## config.mk

```make
export PLATFORM = sky130hd
export DESIGN_NAME = clf_scan
export DESIGN_NICKNAME = d
export VERILOG_FILES = /design/src/clean_first_lru_victim_select_core_defines.svh /design/src/clf_pkg.sv /design/src/clf_scan.sv
export SDC_FILE = /design/constraint.sdc
export NUM_CORES = 1
export LEC_CHECK = 0
export ABC_AREA = 1
export ABC_CLOCK_PERIOD_IN_PS = 24700
export BUFFER_PORTS_ARGS = -buffer_cell sky130_fd_sc_hd__buf_2
export CORE_MARGIN = 1
export CORE_UTILIZATION = 50
export CTS_BUF_LIST = sky130_fd_sc_hd__clkbuf_8
export CTS_CLUSTER_SIZE = 8
export DETAILED_ROUTE_END_ITERATION = 10
export GPL_TIMING_DRIVEN = 0
export HOLD_SLACK_MARGIN = 0.05
export PLACE_DENSITY = 0.81
export SYNTH_ARGS = -nofsm -noshare
export SYNTH_HDL_FRONTEND = slang
export SYNTH_SLANG_ARGS = --single-unit
```

## constraint.sdc

```tcl
create_clock -name clock -period 24.7 [get_ports clock]
set_clock_uncertainty 0.1 [all_clocks]
set_input_delay 1.235 -clock clock [delete_from_list [all_inputs] [get_ports clock]]
set_output_delay 1.235 -clock clock [all_outputs]
set_load 0.01 [all_outputs]
```

## src/clean_first_lru_victim_select_core_defines.svh

```systemverilog
// assertion macros shared by the replacement block
`ifndef CLEAN_FIRST_LRU_VICTIM_SELECT_CORE_DEFINES_SVH
`define CLEAN_FIRST_LRU_VICTIM_SELECT_CORE_DEFINES_SVH

// same-cycle implication
`define CLF_ASSERT_IMP(label, clk, rst, ante, cons) \
   label: assert property (@(posedge clk) disable iff (rst) (ante) |-> (cons)) \
      else $error("clf assertion failed");

// next-cycle implication
`define CLF_ASSERT_NXT(label, clk, rst, ante, cons) \
   label: assert property (@(posedge clk) disable iff (rst) (ante) |=> (cons)) \
      else $error("clf assertion failed");

`endif

```

## src/clf_pkg.sv

```systemverilog
package clf_pkg;

   localparam int DEF_WAYS       = 8;
   localparam int DEF_SETS       = 64;
   localparam int DEF_STAMP_BITS = 48;

   localparam int OP_W      = 2;
   localparam int SET_IDX_W = 6;
   localparam int WAY_W     = 3;
   localparam int NOW_W     = 48;
   localparam int MASK_W    = 8;
   localparam int MAX_WAYS  = 32;

   typedef enum logic [OP_W-1:0] {
      OP_TOUCH      = 2'd0,
      OP_INSERT     = 2'd1,
      OP_INVALIDATE = 2'd2,
      OP_VICTIM     = 2'd3
   } op_type;

   typedef enum logic [2:0] {
      ST_IDLE = 3'b001,
      ST_LOOK = 3'b010,
      ST_SCAN = 3'b100
   } state_type;

   typedef struct packed {
      logic             done;
      logic [WAY_W-1:0] way;
      logic             fallback;
   } scan_res_type;

endpackage

```

## src/clf_scan.sv

```systemverilog
module clf_scan #(
   parameter  int WAYS       = clf_pkg::DEF_WAYS,
   parameter  int STAMP_BITS = clf_pkg::DEF_STAMP_BITS,
   localparam int WAY_AW     = $clog2(WAYS)
) (
   input  logic                          clock,
   input  logic                          reset,
   input  logic                          load,
   input  logic [WAYS*STAMP_BITS-1:0]    row,
   input  logic [clf_pkg::MASK_W-1:0]    dirty_mask,
   output clf_pkg::scan_res_type         res
);
   import clf_pkg::*;

   logic [WAYS*STAMP_BITS-1:0] row_ff;
   logic [WAYS-1:0]            dirty_ff;
   logic [MAX_WAYS-1:0]        mask_ext;
   logic [WAY_AW-1:0]          idx_ff;
   logic                       active_ff;
   logic                       done_ff;
   logic [STAMP_BITS:0]        best_key_ff;
   logic [WAY_AW-1:0]          best_way_ff;
   logic [STAMP_BITS:0]        cand_key;
   logic                       take;

   // ways above the mask width count as clean
   assign mask_ext = MAX_WAYS'(dirty_mask);

   // dirty bit on top of the key puts every clean way ahead of every dirty one
   assign cand_key = {dirty_ff[0], row_ff[STAMP_BITS-1:0]};
   assign take     = (idx_ff == '0) || (cand_key < best_key_ff);

   always_ff @(posedge clock) begin
      if (reset) begin
         active_ff <= 1'b0;
         done_ff   <= 1'b0;
         idx_ff    <= '0;
      end else begin
         done_ff <= 1'b0;
         if (load) begin
            active_ff <= 1'b1;
            idx_ff    <= '0;
         end else if (active_ff) begin
            if (idx_ff == WAY_AW'(WAYS - 1)) begin
               active_ff <= 1'b0;
               done_ff   <= 1'b1;
            end else begin
               idx_ff <= idx_ff + 1'b1;
            end
         end
      end
   end

   always_ff @(posedge clock) begin
      if (load) begin
         row_ff   <= row;
         dirty_ff <= mask_ext[WAYS-1:0];
      end else if (active_ff) begin
         row_ff   <= row_ff >> STAMP_BITS;
         dirty_ff <= dirty_ff >> 1;
         if (take) begin
            best_key_ff <= cand_key;
            best_way_ff <= idx_ff;
         end
      end
   end

   assign res.done     = done_ff;
   assign res.way      = WAY_W'(best_way_ff);
   assign res.fallback = best_key_ff[STAMP_BITS];

endmodule

```

== Yosys cells after proc, flatten, opt, wreduce, memory -nomap -nowiden ==
Index checks and enable logic that the tools add are counted.

* Add/sub/neg operators: 1
* Order comparisons: 1
* Eq/ne operators: 1
* Multiplexer cells: 8
* Bitwise logic cells: 3
* Reductions and logical operators: 7

{| class="wikitable"
|+ Operators by type and width
! kind !! number
|-
| two-way mux 384 bit || 2
|-
| < comparator 49 bit || 1
|-
| two-way mux 8 bit || 2
|-
| two-way mux 1 bit || 4
|-
| adder 3 x 1 -> 3 bit, second input constant || 1
|-
| equality test 3 bit, second input constant || 1
|-
| zero test 3 bit || 1
|-
| inverter 1 bit || 3
|-
| AND reduction 3 bit || 1
|-
| OR reduction 3 bit || 1
|-
| AND reduction 2 bit || 1
|-
| nonzero test 2 bit || 1
|-
| OR reduction 2 bit || 1
|-
| logical OR 1 bit || 1
|}

* Bits in registers: 449
* Input bits: 395
* Output and inout bits: 5
* Logic and storage cells: 28

== Logic depth before layout (Yosys ltp) ==
* Word-level depth: 4
* Gate-level depth with buffers: 13
* Gate-level depth less buffers: 13

== Worst setup path before layout ==
OpenSTA, ideal clock, no wires.

* Kind: input to register
* From: input port load
* To: register dirty_ff[0], enable pin
* Library setup time: 2868 ps
* Data arrival time: 8037 ps
* Required time: 21732 ps
* Path slack: 13696 ps
* Stages: 5
* Path buffers: 3
* Cell sequence: buf_2 -> inv_2 -> buf_8 -> buf_2 -> nand2_1

* Longest elaborated chain between the ends: 1

{| class="wikitable"
|+ Ends and longest elaborated chain
! item !! line !! RTL
|-
| start, declared || clf_scan.sv:8 || <nowiki>input logic load,</nowiki>
|-
| nonzero test 2 bit (no source line) || - ||
|-
| end signal, assigned || clf_scan.sv:57 || <nowiki>dirty_ff <= mask_ext[WAYS-1:0];</nowiki>
|-
| end signal, assigned || clf_scan.sv:60 || <nowiki>dirty_ff <= dirty_ff >> 1;</nowiki>
|-
| end, declared || clf_scan.sv:16 || <nowiki>logic [WAYS-1:0] dirty_ff;</nowiki>
|}

No other way between the ends.
A chain may end at the register's enable or synchronous reset.

== Worst setup path in the final report ==
* From: input port load
* To: register row_ff[319], enable pin

* Longest elaborated chain between the ends: 1

{| class="wikitable"
|+ Ends and longest elaborated chain
! item !! line !! RTL
|-
| nonzero test 2 bit (no source line) || - ||
|-
| end signal, assigned || clf_scan.sv:56 || <nowiki>row_ff <= row;</nowiki>
|-
| end signal, assigned || clf_scan.sv:59 || <nowiki>row_ff <= row_ff >> STAMP_BITS;</nowiki>
|-
| end, declared || clf_scan.sv:15 || <nowiki>logic [WAYS*STAMP_BITS-1:0] row_ff;</nowiki>
|}

No other way between the ends.

==> results.ini <==
[logic_synthesis]
synth_top_family_by_area=simple AND/OR/NAND/NOR gates
synth-simple-area-share_pct=22.6
avgSynthCellArea_um2=10.3
async_flop_share_pct=0
yosys-top-cells-area=edfxtp_1, nand2_1, ha_1
yosys_warnings=0
synth_xor_area_share_pct=0
synth_edf_count=444
synth_seq_cells=449
ys_top_cells_by_count=nand2_1, edfxtp_1, inv_1, inv_2, ha_1
seq_area_frac_synth_pct=68.3
syn_nets=2354
synth_adder_area_share_pct=3.24
synth_area_um2=19700
synth_top_area_share_pct=67.8
synth.largest_area_cell=edfxtp_1
ys.flop_type=edfxtp_1
synth.most_common_cell=nand2_1
synth-compound-area-share_pct=0.922
synth_mux_area_share_pct=0
syn_inst=1908
synth.distinct_cells=27

[pwr]
p_leak_nw=11.8
seq_power_share_pct=55.2
p_per_area_nw_per_um2=72.0
vdd_drop_max_v=0.0000535
power.internal_mw=1.30
swShare_pct=24.2
pwr-share-clk_pct=34.6
combPwrFrac_pct=10.2
power.switching_mw=0.417
p_total_mw=1.72

[detailed_routing]
vias=14015
wirelength_mm=46.2
drt_iter0_drc=660
firstDrtPassIters=5
avgViaCountPerCell=4.71
wl_per_cell_um=15.5
route.detailed.drc=0
antenna_left=0

[layout]
syn2layout_area_growth_pct=21.5
fin_util_pct=61.7
fillers=3121
stdcell_area_um2=23900
finalNetCount=2836
multi_input_area_um2=5280
seqCellArea_um2=13400
drive_above_1_share_pct=26.3

[clock_tree]
clock_sinks=449
cts_root_buf=clkbuf_8
cts_inserted_buffers=74
cts_max_level=3
clk_latency_ns=0.61
cts_setup_buffers=0
cts_resized=0
ctsHoldBuffers=0
cts_buffer_depth=3
cts_tree=built
path_clk_slew_ns=0.06

[floorplanning]
design.die.area_um2=40100
fp-row-count=72
die_x_um=200
initial_core_util_pct=50.8
die_y_um=200
io_pins=400
core-area_um2=38700

[worst_setup_path]
cp_common_cell=buf_16
arrival_ns=3.67
cp_slowest_cell=nand2_4
r2r_cells=14
r2r-start=row_ff[4]
path_cells=buf_2 > inv_2 > buf_8 > buf_2 > nand2_4 > buf_16 > buf_16 > buf_16
worst-path-max-fanout=62
setup.worst_path.start_class=input pin
critPathKind=input pin to register
critPathMaxStageDelay_ns=0.63
r2r_slack_ns=22.14
worstSetupEndpointType=register
crit_required_ns=24.89
r2r-end=best_key_ff[4]

[global_route]
grt_pass1_vias=14499
antenna_found_initial=21
grt_max_degree=74
grt_pass1_wl_mm=72.2
grt_use_total_pct=23.2
grt_overflow=0

[sta]
tightest_slew_ns=0.823
setup_tns_ns=0
timing.final.crit_share_pct=14.1
fmax_ghz=0.287
period_needed_ns=3.48
rsz0062_at_grt=no
drv_slew=0
slew_headroom_pct=45.1
hold_viol=0
finalSetupViolCount=0

[hold_path]
whs_endpoint=best_key_ff[5]
hp-class=register to register
min_from=row_ff[5]
hold_depth=0

[placed_design]
port_buffers=398
dpl.hpwl_mm=34.9
placed_cell_area_um2=22500
finalWeightedCongestion=0.917

[run_status]
status=finished, final reports clean

[job]
maxCapViolations=0

[cells by family after synthesis]
family	Yosys count
AND/OR/NAND/NOR	1170
flip-flops	449
buffers and inverters	206
adder cells (fa/ha/maj)	51
AO/OA/AOI/OAI	32
[how the worst max path moves through the flow]
stage / startpoint / to / slack [ns] / cells past startpoint
after detailed placement: load / row_ff[369] / 20.52 / 8
final: load / row_ff[319] / 21.22 / 8
after floorplan: load / dirty_ff[0] / 13.70 / 5
after global placement: load / row_ff[369] / 9.96 / 5
after global routing: load / row_ff[333] / 21.03 / 8
after CTS: load / row_ff[381] / 21.19 / 8
[worst max-delay path: cells and delay by family]
| family | cells | cell delay, ns |
|---|---|---|
| buf+inv | 7 | 1.67 |
| simple gates | 1 | 0.63 |
[power groups by stage]
| stage | Sequential, mW | Combinational (mW) | Clock [mW] |
|---|---|---|---|
| final | 0.950 | 0.176 | 0.595 |
| after global routing | 0.957 | 0.201 | 0.639 |
| after CTS | 0.950 | 0.179 | 0.607 |
| after detailed placement | 0.966 | 0.177 | 0 |
| after global placement | 0.987 | 0.164 | 0 |
| after floorplan | 0.975 | 0.103 | 0 |
[stage by stage]
stage | cells | hold slack, ns | setup WS (ns)
after floorplan | 1908 | 0.328 | 13.70
after global placement | 2824 | 0.339 | 9.96
after detailed placement | 2832 | 0.341 | 20.52
after CTS | 2960 | 0.352 | 21.19
after global routing | 2974 | 0.364 | 21.03
final | 2977 | 0.352 | 21.22
[area by class of cell]
class / instances / share of cell area, %
timing repair buffer: 406 / 9.19
inverter: 122 / 1.92
multi-input combinational: 1253 / 22.1
buffer: 84 / 2.15
clock buffer: 76 / 4.38
antenna: 17 / 0.178
tap: 518 / 2.71
clock inverter: 52 / 1.15
sequential: 449 / 56.2
[layer usage]
metal  up-vias  track usage [%]  part of all wire (%)
li1       7112                -                     -
met1      6299             26.9                    39
met2       470             40.5                    50
met3       124             5.14                   6.8
met4        10             11.7                   3.9
met5         -                0                  0.14
[sequential cells by signal (all words and copies together), names as in the netlist]
signal and flops:
best_key_ff 49, done_ff 1, best_way_ff 3, active_ff 1, row_ff 384, idx_ff 3
dirty_ff 8
[layout by cell type (no fill, tap or decap), types with 4 or more instances in the layout]
cell type / n
a21oi_1: 20
buf_16: 6
buf_2: 446
buf_4: 34
clkbuf_8: 76
clkinv_1: 12
clkinv_2: 4
dfxtp_1: 5
diode_2: 17
edfxtp_1: 444
ha_1: 51
inv_1: 99
inv_2: 52
nand2_1: 1137
nor2_1: 17
Power figures use the tool's default switching activity.
